**src/rtl/rtdm_pkg.sv**
```systemverilog
// Shared types and constants for the tick delay manager.
package rtdm_pkg;
  localparam int MaxTasks = 64;
  localparam int DelayBits = 32;
  localparam int IdxBits = 6;
  localparam int CfgIdxBits = 2;
  localparam int CfgDataBits = 6;

  localparam logic [2:0] OP_TICK = 3'd0;
  localparam logic [2:0] OP_DELAY = 3'd1;
  localparam logic [2:0] OP_RESUME = 3'd2;
  localparam logic [2:0] OP_STATUS = 3'd3;
  localparam logic [2:0] OP_STEP = 3'd4;

  localparam logic [2:0] ST_OK = 3'd0;
  localparam logic [2:0] ST_BAD_INDEX = 3'd1;
  localparam logic [2:0] ST_ABSENT = 3'd2;
  localparam logic [2:0] ST_NOT_DELAYED = 3'd3;
  localparam logic [2:0] ST_FROM_ISR = 3'd4;
  localparam logic [2:0] ST_LOCKED = 3'd5;

  localparam logic [1:0] PRESENT = 2'd2;

  localparam logic [1:0] STEP_OFF = 2'd0;
  localparam logic [1:0] STEP_WAIT = 2'd1;
  localparam logic [1:0] STEP_ONCE = 2'd2;

  localparam logic [CfgIdxBits-1:0] REG_LOWEST = 2'd0;
  localparam logic [CfgIdxBits-1:0] REG_RUNNING = 2'd1;
  localparam logic [CfgIdxBits-1:0] REG_TIME_EN = 2'd2;

  typedef struct packed {
    logic [2:0] opcode;
    logic [5:0] task_index;
    logic [31:0] delay_ticks;
    logic in_interrupt;
    logic scheduler_locked;
    logic [1:0] presence_value;
    logic pending_value;
    logic suspended_value;
    logic [1:0] step_request;
  } req_t;

  typedef struct packed {
    logic [2:0] status;
    logic [7:0] ready_groups;
    logic reschedule;
    logic [6:0] expired_count;
    logic [31:0] system_time;
  } rsp_t;

  // one task table entry
  typedef struct packed {
    logic [DelayBits-1:0] delay;
    logic [1:0] presence;
    logic pending;
    logic suspended;
    logic timed_out;
  } task_t;

  // controller -> datapath
  typedef struct packed {
    logic load;       // capture request
    logic exec;       // run the captured request
    logic walk;       // process entry at idx
    logic clear;      // zero entry at idx
    logic rd_walk;    // read table at rd_idx instead of the request index
    logic [IdxBits-1:0] idx;
    logic [IdxBits-1:0] rd_idx;
  } cmd_t;

  // datapath -> controller
  typedef struct packed {
    logic do_walk;
  } sts_t;
endpackage

```
**src/rtl/rtdm_if.sv**
```systemverilog
// Valid/ready channel interfaces for requests and responses.
interface rtdm_req_if;
  import rtdm_pkg::*;
  logic valid;
  logic ready;
  req_t data;
  modport source (output valid, output data, input ready);
  modport sink (input valid, input data, output ready);
endinterface

interface rtdm_rsp_if;
  import rtdm_pkg::*;
  logic valid;
  logic ready;
  rsp_t data;
  modport source (output valid, output data, input ready);
  modport sink (input valid, input data, output ready);
endinterface

```
**src/rtl/rtdm_ctrl.sv**
```systemverilog
// Controller: clears the task table after reset, sequences one transaction and the tick walk over all tasks.
module rtdm_ctrl (
  input logic clk,
  input logic rst,
  input logic in_valid,
  output logic in_ready,
  output logic out_valid,
  input logic out_ready,
  input rtdm_pkg::sts_t sts,
  output rtdm_pkg::cmd_t cmd
);
  import rtdm_pkg::*;
  typedef enum logic [2:0] {S_CLEAR, S_IDLE, S_EXEC, S_WALK, S_OUT} state_t;
  localparam logic [IdxBits-1:0] LastTask = IdxBits'(MaxTasks - 1);
  state_t state;
  logic [IdxBits-1:0] idx;

  assign in_ready = (state == S_IDLE);
  assign out_valid = (state == S_OUT);
  always_comb begin
    cmd.load = in_valid && in_ready;
    cmd.exec = (state == S_EXEC);
    cmd.walk = (state == S_WALK);
    cmd.clear = (state == S_CLEAR);
    cmd.rd_walk = (state != S_IDLE);
    cmd.idx = idx;
    cmd.rd_idx = (state == S_WALK) ? idx + 1'b1 : idx;
  end

  always_ff @(posedge clk) begin
    if (rst) begin
      state <= S_CLEAR;
      idx <= '0;
    end else begin
      case (state)
        S_CLEAR: begin
          idx <= idx + 1'b1;
          if (idx == LastTask) state <= S_IDLE;
        end
        S_IDLE: if (in_valid) begin
          idx <= '0;
          state <= S_EXEC;
        end
        S_EXEC: state <= sts.do_walk ? S_WALK : S_OUT;
        S_WALK: begin
          idx <= idx + 1'b1;
          if (idx == LastTask) state <= S_OUT;
        end
        S_OUT: if (out_ready) state <= S_IDLE;
        default: state <= S_IDLE;
      endcase
    end
  end
endmodule

```
**src/rtl/rtdm_datapath.sv**
```systemverilog
// Datapath: task tables, ready bitmap, time counter and single-task operations.
module rtdm_datapath (
  input logic clk,
  input logic rst,
  input logic cfg_we,
  input logic [rtdm_pkg::CfgIdxBits-1:0] cfg_index,
  input logic [rtdm_pkg::CfgDataBits-1:0] cfg_data,
  input rtdm_pkg::req_t req,
  input rtdm_pkg::cmd_t cmd,
  output rtdm_pkg::sts_t sts,
  output rtdm_pkg::rsp_t rsp
);
  import rtdm_pkg::*;
  localparam logic [31:0] DelayMax = 32'((64'd1 << DelayBits) - 64'd1);

  task_t task_mem [MaxTasks];
  task_t rd_data;
  task_t wr_data;
  logic wr_en;
  logic [IdxBits-1:0] wr_addr, rd_addr, qi;
  logic [MaxTasks-1:0] ready;
  logic ready_we, ready_val;
  logic [1:0] step_state;
  logic [31:0] tick_time;
  logic [5:0] lowest;
  logic running, time_en;
  req_t req_q;
  logic idx_ok;
  logic [DelayBits-1:0] dsat;
  logic [2:0] status, ex_status;
  logic resched, ex_resched;
  logic walk_expire;
  logic [6:0] expired;
  logic [7:0] groups;

  always_comb begin
    groups = '0;
    for (int g = 0; g < MaxTasks / 8; g++) groups[g] = |ready[g*8 +: 8];
  end

  assign sts.do_walk = (req_q.opcode == OP_TICK) && running && (step_state != STEP_WAIT);
  assign rsp.status = status;
  assign rsp.ready_groups = groups;
  assign rsp.reschedule = resched;
  assign rsp.expired_count = expired;
  assign rsp.system_time = tick_time;

  assign qi = req_q.task_index;
  assign idx_ok = ({1'b0, qi} < (IdxBits + 1)'(MaxTasks));
  assign rd_addr = cmd.rd_walk ? cmd.rd_idx : req.task_index;
  assign dsat = DelayBits'((req_q.delay_ticks > DelayMax) ? DelayMax : req_q.delay_ticks);

  always_comb begin
    wr_en = 1'b0;
    wr_addr = cmd.idx;
    wr_data = rd_data;
    ready_we = 1'b0;
    ready_val = 1'b0;
    ex_status = ST_OK;
    ex_resched = 1'b0;
    walk_expire = 1'b0;
    if (cmd.clear) begin
      wr_en = 1'b1;
      wr_data = '0;
    end else if (cmd.walk) begin
      if (cmd.idx != lowest && rd_data.presence == PRESENT && rd_data.delay != '0) begin
        wr_en = 1'b1;
        wr_data.delay = rd_data.delay - 1'b1;
        if (rd_data.delay == DelayBits'(1)) begin
          walk_expire = 1'b1;
          wr_data.timed_out = rd_data.pending;
          wr_data.pending = 1'b0;
          if (!rd_data.suspended) begin
            ready_we = 1'b1;
            ready_val = 1'b1;
          end
        end
      end
    end else if (cmd.exec) begin
      wr_addr = qi;
      case (req_q.opcode)
        OP_DELAY: begin
          if (req_q.in_interrupt) ex_status = ST_FROM_ISR;
          else if (req_q.scheduler_locked) ex_status = ST_LOCKED;
          else if (!idx_ok) ex_status = ST_BAD_INDEX;
          else if (req_q.delay_ticks != 32'd0) begin
            wr_en = 1'b1;
            wr_data.delay = dsat;
            ready_we = 1'b1;
            ready_val = 1'b0;
            ex_resched = 1'b1;
          end
        end
        OP_RESUME: begin
          if (!idx_ok || qi >= lowest) ex_status = ST_BAD_INDEX;
          else if (rd_data.presence != PRESENT) ex_status = ST_ABSENT;
          else if (rd_data.delay == '0) ex_status = ST_NOT_DELAYED;
          else begin
            wr_en = 1'b1;
            wr_data.delay = '0;
            wr_data.timed_out = rd_data.pending;
            wr_data.pending = 1'b0;
            if (!rd_data.suspended) begin
              ready_we = 1'b1;
              ready_val = 1'b1;
              ex_resched = 1'b1;
            end
          end
        end
        OP_STATUS: begin
          if (!idx_ok) ex_status = ST_BAD_INDEX;
          else begin
            wr_en = 1'b1;
            wr_data.presence = req_q.presence_value;
            wr_data.pending = req_q.pending_value;
            wr_data.suspended = req_q.suspended_value;
          end
        end
        default: ;
      endcase
    end
  end

  always_ff @(posedge clk) begin
    rd_data <= task_mem[rd_addr];
    if (wr_en) task_mem[wr_addr] <= wr_data;
  end

  always_ff @(posedge clk) begin
    if (rst) begin
      ready <= '0;
      step_state <= STEP_OFF;
      tick_time <= '0;
      lowest <= 6'd63;
      running <= 1'b0;
      time_en <= 1'b1;
      req_q <= '0;
      status <= ST_OK;
      resched <= 1'b0;
      expired <= '0;
    end else begin
      if (cfg_we) begin
        case (cfg_index)
          REG_LOWEST: lowest <= cfg_data;
          REG_RUNNING: running <= cfg_data[0];
          REG_TIME_EN: time_en <= cfg_data[0];
          default: ;
        endcase
      end
      if (cmd.load) begin
        req_q <= req;
        status <= ST_OK;
        resched <= 1'b0;
        expired <= '0;
      end
      if (cmd.exec) begin
        status <= ex_status;
        resched <= ex_resched;
        case (req_q.opcode)
          OP_TICK: begin
            if (time_en) tick_time <= tick_time + 1'b1;
            if (running) begin
              case (step_state)
                STEP_OFF: ;
                STEP_WAIT: ;
                STEP_ONCE: step_state <= STEP_WAIT;
                default: step_state <= STEP_OFF;
              endcase
            end
          end
          OP_STEP: step_state <= req_q.step_request;
          default: ;
        endcase
      end
      if (walk_expire) expired <= expired + 1'b1;
      if (ready_we) ready[wr_addr] <= ready_val;
    end
  end
endmodule

```
**src/rtl/rtos_tick_delay_manager_core.sv**
```systemverilog
// Top level of the tick delay manager.
// One transaction at a time. After reset the block zeroes its task table
// and holds req.ready low. A request runs the cycle after it is accepted; a
// tick with the kernel running and stepping not in wait then walks the 64 task
// entries at one per cycle before its result is offered. Every other operation
// offers its result without a walk. The next request is accepted at the
// earliest in the cycle after the result is taken. A result register holds the
// response until taken.
module rtos_tick_delay_manager_core (
  input logic clk,
  input logic rst,
  rtdm_req_if.sink req,
  rtdm_rsp_if.source rsp,
  input logic cfg_we,
  input logic [rtdm_pkg::CfgIdxBits-1:0] cfg_index,
  input logic [rtdm_pkg::CfgDataBits-1:0] cfg_data
);
  import rtdm_pkg::*;
  cmd_t cmd;
  sts_t sts;

  rtdm_ctrl u_ctrl (
    .clk(clk), .rst(rst),
    .in_valid(req.valid), .in_ready(req.ready),
    .out_valid(rsp.valid), .out_ready(rsp.ready),
    .sts(sts), .cmd(cmd)
  );

  rtdm_datapath u_dp (
    .clk(clk), .rst(rst),
    .cfg_we(cfg_we), .cfg_index(cfg_index), .cfg_data(cfg_data),
    .req(req.data), .cmd(cmd), .sts(sts), .rsp(rsp.data)
  );
endmodule
```
**src/flat_wrapper.sv**
```systemverilog
// flat-port wrapper written by rule: the top's interface ports become plain ports
module rtos_tick_delay_manager_core_flat import rtdm_pkg::*;
  (clk, rst, cfg_we, cfg_index, cfg_data, req_valid, req_data, req_ready, rsp_valid, rsp_data, rsp_ready);
  rtdm_req_if req_i ();
  rtdm_rsp_if rsp_i ();
  input logic clk;
  input logic rst;
  input logic cfg_we;
  input logic [rtdm_pkg::CfgIdxBits-1:0] cfg_index;
  input logic [rtdm_pkg::CfgDataBits-1:0] cfg_data;
  input wire logic [$bits(req_i.valid)-1:0] req_valid;
  input wire logic [$bits(req_i.data)-1:0] req_data;
  output wire logic [$bits(req_i.ready)-1:0] req_ready;
  output wire logic [$bits(rsp_i.valid)-1:0] rsp_valid;
  output wire logic [$bits(rsp_i.data)-1:0] rsp_data;
  input wire logic [$bits(rsp_i.ready)-1:0] rsp_ready;
  assign req_i.valid = req_valid;
  assign req_i.data = req_data;
  assign req_ready = req_i.ready;
  assign rsp_valid = rsp_i.valid;
  assign rsp_data = rsp_i.data;
  assign rsp_i.ready = rsp_ready;
  rtos_tick_delay_manager_core u_core (.clk(clk), .rst(rst), .req(req_i), .rsp(rsp_i), .cfg_we(cfg_we), .cfg_index(cfg_index), .cfg_data(cfg_data));
endmodule
```
**config.mk**
```make
export PLATFORM = sky130hd
export DESIGN_NAME = rtos_tick_delay_manager_core_flat
export DESIGN_NICKNAME = d
export VERILOG_FILES = /design/src/rtl/rtdm_pkg.sv /design/src/rtl/rtdm_if.sv /design/src/rtl/rtdm_ctrl.sv /design/src/rtl/rtdm_datapath.sv /design/src/rtl/rtos_tick_delay_manager_core.sv /design/src/flat_wrapper.sv
export SDC_FILE = /design/constraint.sdc
export NUM_CORES = 2
export LEC_CHECK = 0
export ABC_AREA = 0
export BUFFER_PORTS_ARGS = -buffer_cell sky130_fd_sc_hd__buf_4
export CAP_MARGIN = 5
export CORE_MARGIN = 8
export CORE_UTILIZATION = 67
export DETAILED_ROUTE_END_ITERATION = 7
export PLACE_DENSITY = 0.84
export SETUP_SLACK_MARGIN = 0.1
export SLEW_MARGIN = 20
export SYNTH_ARGS = -nofsm -noshare
export SYNTH_HDL_FRONTEND = slang
export SYNTH_SLANG_ARGS = --single-unit
```
**constraint.sdc**
```tcl
create_clock -name clk -period 16.6 [get_ports clk]
set_clock_uncertainty 0.2 [all_clocks]
set_input_delay 3.32 -clock clk [delete_from_list [all_inputs] [get_ports clk]]
set_output_delay 3.32 -clock clk [all_outputs]
set_load 0.05 [all_outputs]
```
-- Word level (Yosys, flattened, before mapping)
Memories as Yosys holds them, arrays and structs flattened. A register that Yosys moved wholly into a read port is not among the register bits.
Index checks and enable logic that the tools add are counted.
- memory bits (writable): 2368
- output and inout bits: 53
- input bits: 62
- memories: 1
- word-level logic and storage cells: 184
- register bits: 175
- eq/ne operators: 25
- magnitude comparators: 4
- reduce and logical (&&, ||, !) cells: 34
- $add $sub $neg: 4
- multiplexer cells: 96
- memory list (name ; words ; width ; read ports ; clocked after Yosys merged registers in ; write ports ; line ; source):
    u_core.u_dp.task_mem ; 64 ; 37 ; 1 ; 1 ; 1 ; rtdm_datapath.sv:16 ; task_t task_mem [MaxTasks];
- operators with widths (kind ; count):
    32-bit 2-to-1 mux ; 9
    37-bit 2-to-1 mux ; 2
    64-bit bitwise mux ; 1
    32-bit one-hot mux with 2 select lines ; 1
    32-bit nonzero test ; 2
    8-bit OR reduction ; 8
    1-bit 2-to-1 mux ; 49
    6-bit 2-to-1 mux ; 6
    3-bit 2-to-1 mux ; 11
    32-bit by 1-bit adder with 32-bit output (second input constant) ; 1
    32-bit by 1-bit equality test with 1-bit output (second input constant) ; 1
    32-bit > comparator (second input constant) ; 1
    32-bit zero test ; 1
    32-bit by 1-bit subtractor with 32-bit output (second input constant) ; 1
    3-bit one-hot mux with 5 select lines ; 1
    7-bit 2-to-1 mux ; 2
    3-bit by 2-bit equality test with 1-bit output (second input constant) ; 4
    2-bit 2-to-1 mux ; 6
    2-bit inequality test (second input constant) ; 6
    6-bit one-hot mux with 2 select lines ; 1
    2-bit one-hot mux with 2 select lines ; 2
    2-bit AND reduction ; 4
    4-bit AND reduction ; 2
    2-bit nonzero test ; 4
    22 further kinds ; 37

-- Logic depth before layout (Yosys ltp)
- depth in word-level cells: 10
- gate-level depth with buffers: 13
- mapped depth without buffers: 10

-- By module
A second synthesis with hierarchy kept.
- cells, all modules: 7902
- area total of the unflattened synthesis: 97522.3 um^2
- by module, submodules not included (module ; seq. area each (um^2) ; cells an instance ; area an instance (um^2) ; times used):
    rtdm_datapath ; 71268.4 ; 7821 ; 96876.7 ; 1
    rtdm_ctrl ; 180.2 ; 81 ; 645.6 ; 1

-- Least setup slack after synthesis
OpenSTA, ideal clock, no wires.
- path kind: reg-to-reg
- start point: register u_core.u_dp.rd_data[18] (netlist name)
- end point: memory u_core.u_dp.task_mem[0][30] in the netlist's numbering, data pin
- data required time: 15659 ps
- arrival time: 4991 ps
- setup slack: 10668 ps
- setup time: 741 ps
- period minus slack after synthesis: 5932 ps
- buffers on the path: 0
- cell stages (with the launch flop): 8
- cell sequence: dfxtp_1 or4_4 or3_1 or3_4 or3_4 nor2_1 xnor2_1 a221oi_1
- RTL lines (item ; line):
    end, declared ; rtdm_datapath.sv:16

-- Final worst setup path
- start point: input port req_data[40]
- end point: register u_core.u_dp.rd_data[27] (netlist name)
- longest elaborated chain between the ends: 1
- ends and longest elaborated chain (item ; line ; source):
    start, declared ; flat_wrapper.sv:12 ; input wire logic [$bits(req_i.data)-1:0] req_data;
    6-bit 2-to-1 mux ; rtdm_datapath.sv:50 ; assign rd_addr = cmd.rd_walk ? cmd.rd_idx : req.task_index;
No other way between the ends.
A chain may end at the register's enable or synchronous reset.

==> out/metrics.yaml <==
power_and_ir_drop:
  internal_power_w: 0.0113
  ir_drop_uv: 172
  pwr-share-clk: 0.315
  p_per_area_nw_per_um2: 154
  power_frac_seq: 0.447
  finalPower_w: 0.0163
  p_sw_w: 0.00495
  combPwrFrac: 0.238
  leakage_nw: 33.5
  switching_share: 0.304
global_route:
  grt_pass1_wl_um: 388000
  met3_usage: 0.0986
  use_met1: 0.447
  grt_pass1_vias: 53600
  antenna_found_initial: 9
  grt_max_degree: 122
  gr-usage-all-layers: 0.358
  grt_overflow_total: 0
  met2_usage: 0.565
  grt_busiest_layer: "met2"
yosys:
  ys_top_cells_by_area: "edfxtp_1, mux4_2, dfxtp_1, a22oi_1, a21oi_1"
  syn_inst: 4829
  syn_avg_cell_area_um2: 19.5
  synth-seq-cells: 2449
  synth_top_area_frac: 0.713
  synth_edf_count: 2240
  syn-num-nets: 4903
  seq_area_frac_synth: 0.758
  synth_cell_type_count: 67
  synth_ff_type: "edfxtp_1"
  yosysWarnings: 0
  syn_area_um2: 94300
  yosysTopAreaCell: "edfxtp_1"
  async_flop_share: 0
route:
  drcViolationCount: 1
  avgViaCountPerCell: 7.63
  post_drt_wl_per_cell_um: 39.0
  vias: 54200
  final_antenna_net_count: 0
  drt_wl_total_um: 277000
  drt-initial-drc-count: 9555
  first_pass_iters: 8
layout:
  final_common_cell: "edfxtp_1"
  final_cell_mix: "edfxtp_1, mux4_2, a22oi_1, buf_4, a21oi_1"
  nets: 5103
  synthToLayoutAreaGrowth_pct: 11.9
  final_layout_size_suffix_gt1_frac: 0.244
sta:
  tns_ps: 0
  layout_min_cycle_time_ps: 8180
  fin_crit_sh: 0.493
  rsz0062_at_grt: "no"
  setup_viol: 0
  drv_slew: 0
  worst_pin_slew_ps: 1280
  hold_violations: 0
  max_freq_mhz: 122
  slew_headroom: 0.138
clocking:
  cts-root-buf: "clkbuf_16"
  post-cts-setup-buffer-count: 0
  tritoncts: "done"
  clock_path_buffers: 3
  insertion_delay_ps: 860
  cts_buffers: 226
  cts.sinks: 2449
  clk_pin_slew_worst_paths_ps: 80
  cts_resized: 0
  ctsHoldBuffers: 0
  cts_max_level: 4
place:
  io_buffers: 113
  place.gp.congestion: 0.951
  hpwl_um: 133000
floorplanning:
  coreArea_um2: 140000
  rows: 137
  die_w_um: 391
  io_pins: 115
  start_util: 0.676
  dieArea_um2: 153000
  die_y_um: 391
worst_setup_path:
  crit_fanout: 89
  cp_slowest_cell: "buf_4"
  end_kind: "flip-flop"
  startpoint_type: "primary input"
  cp.arrival_ps: 8680
  cp_slowest_stage_delay_ps: 920
  cp_common_cell: "buf_4"
  crit_type: "primary input to flip-flop"
  crit_buf_inv: 5
  cp_cell_sequence: "buf_4, nand2b_1, a21oi_1, a21oi_4, buf_4, buf_4, buf_12, buf_4, mux4_2, a22oi_1, a21oi_1, nor3_1, nor2_1"
  crit_family: "buffers and inverters"
  cp.required_ps: 17100
run:
  cap_violations: 0
worst_hold_path:
  hold_path_class: "flip-flop to flip-flop"
run_status:
  violations: "design-rule violations"
  outcome: "complete, but fails checks"
per-layer routing:
layer | vias to the layer above | wire length [um] | share of wire
li1 | 20400 | - | -
met1 | 27200 | 87700 | 0.32
met2 | 5371 | 131000 | 0.47
met3 | 1155 | 37000 | 0.13
met4 | 4 | 20700 | 0.075
met5 | - | 25 | 0.000090
cells in the mapped netlist, types with 3 or more instances:
cell and count:
a222oi_1 5, nand4_1 14, xnor2_1 16, o21ai_0 42, clkbuf_1 188, a221oi_1 5
xor2_1 33, nand3_1 35, ha_1 12, nand3b_1 11, nor4_1 32, mux4_2 560
or3_1 15, a21o_1 5, a211oi_1 66, buf_6 3, nand2b_1 17, dfxtp_1 209
o21a_1 5, nor2_1 148, inv_1 20, and3_1 16, o211ai_1 4, mux2i_1 10
nor2b_1 7, buf_1 40, a211o_1 6, nor3_1 148, buf_2 60, and2_1 14
edfxtp_1 2240, nand2_1 177, a22oi_1 293, o22ai_1 7, a31oi_1 53, a21oi_1 260
nor3b_1 4, or4_1 5, and4_1 3, clkbuf_2 4
power groups by stage:
stage                     Combinational [W]  Sequential, W  Clock (W)
after floorplan                     0.00241        0.00736          0
after global placement              0.00352        0.00736          0
after detailed placement            0.00364        0.00738          0
after CTS                           0.00378        0.00726    0.00515
after global routing                0.00397        0.00728    0.00537
final                               0.00388        0.00727    0.00514
per-stage QoR:
step	setup WS [ps]	std cells	hold slack, ps	instance area, um^2	util
final	8420	7103	269	106000	0.756
after detailed placement	7840	6675	254	98300	0.704
after global routing	8180	7096	289	106000	0.756
after global placement	7890	6675	240	98300	0.704
after floorplan	10670	4829	236	94300	-
after CTS	8560	7094	272	105000	0.756
sequential cells by signal (all words and copies together) (netlist names), 2 cells and up:
register,count
u_core.u_ctrl.idx,6
u_core.u_dp.step_state,2
u_core.u_dp.req_q,42
u_core.u_dp.tick_time,32
u_core.u_ctrl.state,3
u_core.u_dp.qi,6
u_core.u_dp.expired,7
u_core.u_dp.ready,64
u_core.u_dp.status,3
u_core.u_dp.lowest,6
u_core.u_dp.rd_data,35
u_core.u_dp.task_mem,2240
tightest hold or removal path, cell delays in order, from the launching register on:
cell,delay [ps]
dfxtp_1,310
nand2_1,50
a21oi_1,60
path summary, 6_finish.rpt:
| path | startpoint | endpoint | slack, ps | depth (start not counted) |
|---|---|---|---|---|
| max | req_data[40] | u_core.u_dp.rd_data[27] | 8420 | 13 |
| min | u_core.u_dp.req_q[2] | u_core.u_dp.req_q[2] | 270 | 2 |
| max reg2reg | u_core.u_ctrl.state[2] | u_core.u_dp.rd_data[27] | 9800 | 12 |
| min reg2reg | u_core.u_dp.req_q[2] | u_core.u_dp.req_q[2] | 270 | 2 |
kinds of logic after synthesis:
group	count (synthesis)	share of synthesized area
flops	2449	0.758
compound gates	765	0.0528
simple gates	665	0.0346
mux	572	0.135
buf+inv	317	0.0138
xor+xnor	49	0.00455
fa+ha+maj	12	0.00159
cell type report:
type	instances	area, um^2
Sequential cell	2449	71400
Fill cell	7081	34000
Multi-Input combinational cell	2063	22400
Clock buffer	282	6030
Tap cell	1876	2350
Timing Repair Buffer	269	2150
Clock inverter	137	1100
Inverter	20	75.1
Antenna cell	7	17.5
Note: power is estimated with default switching activity, not from simulation.
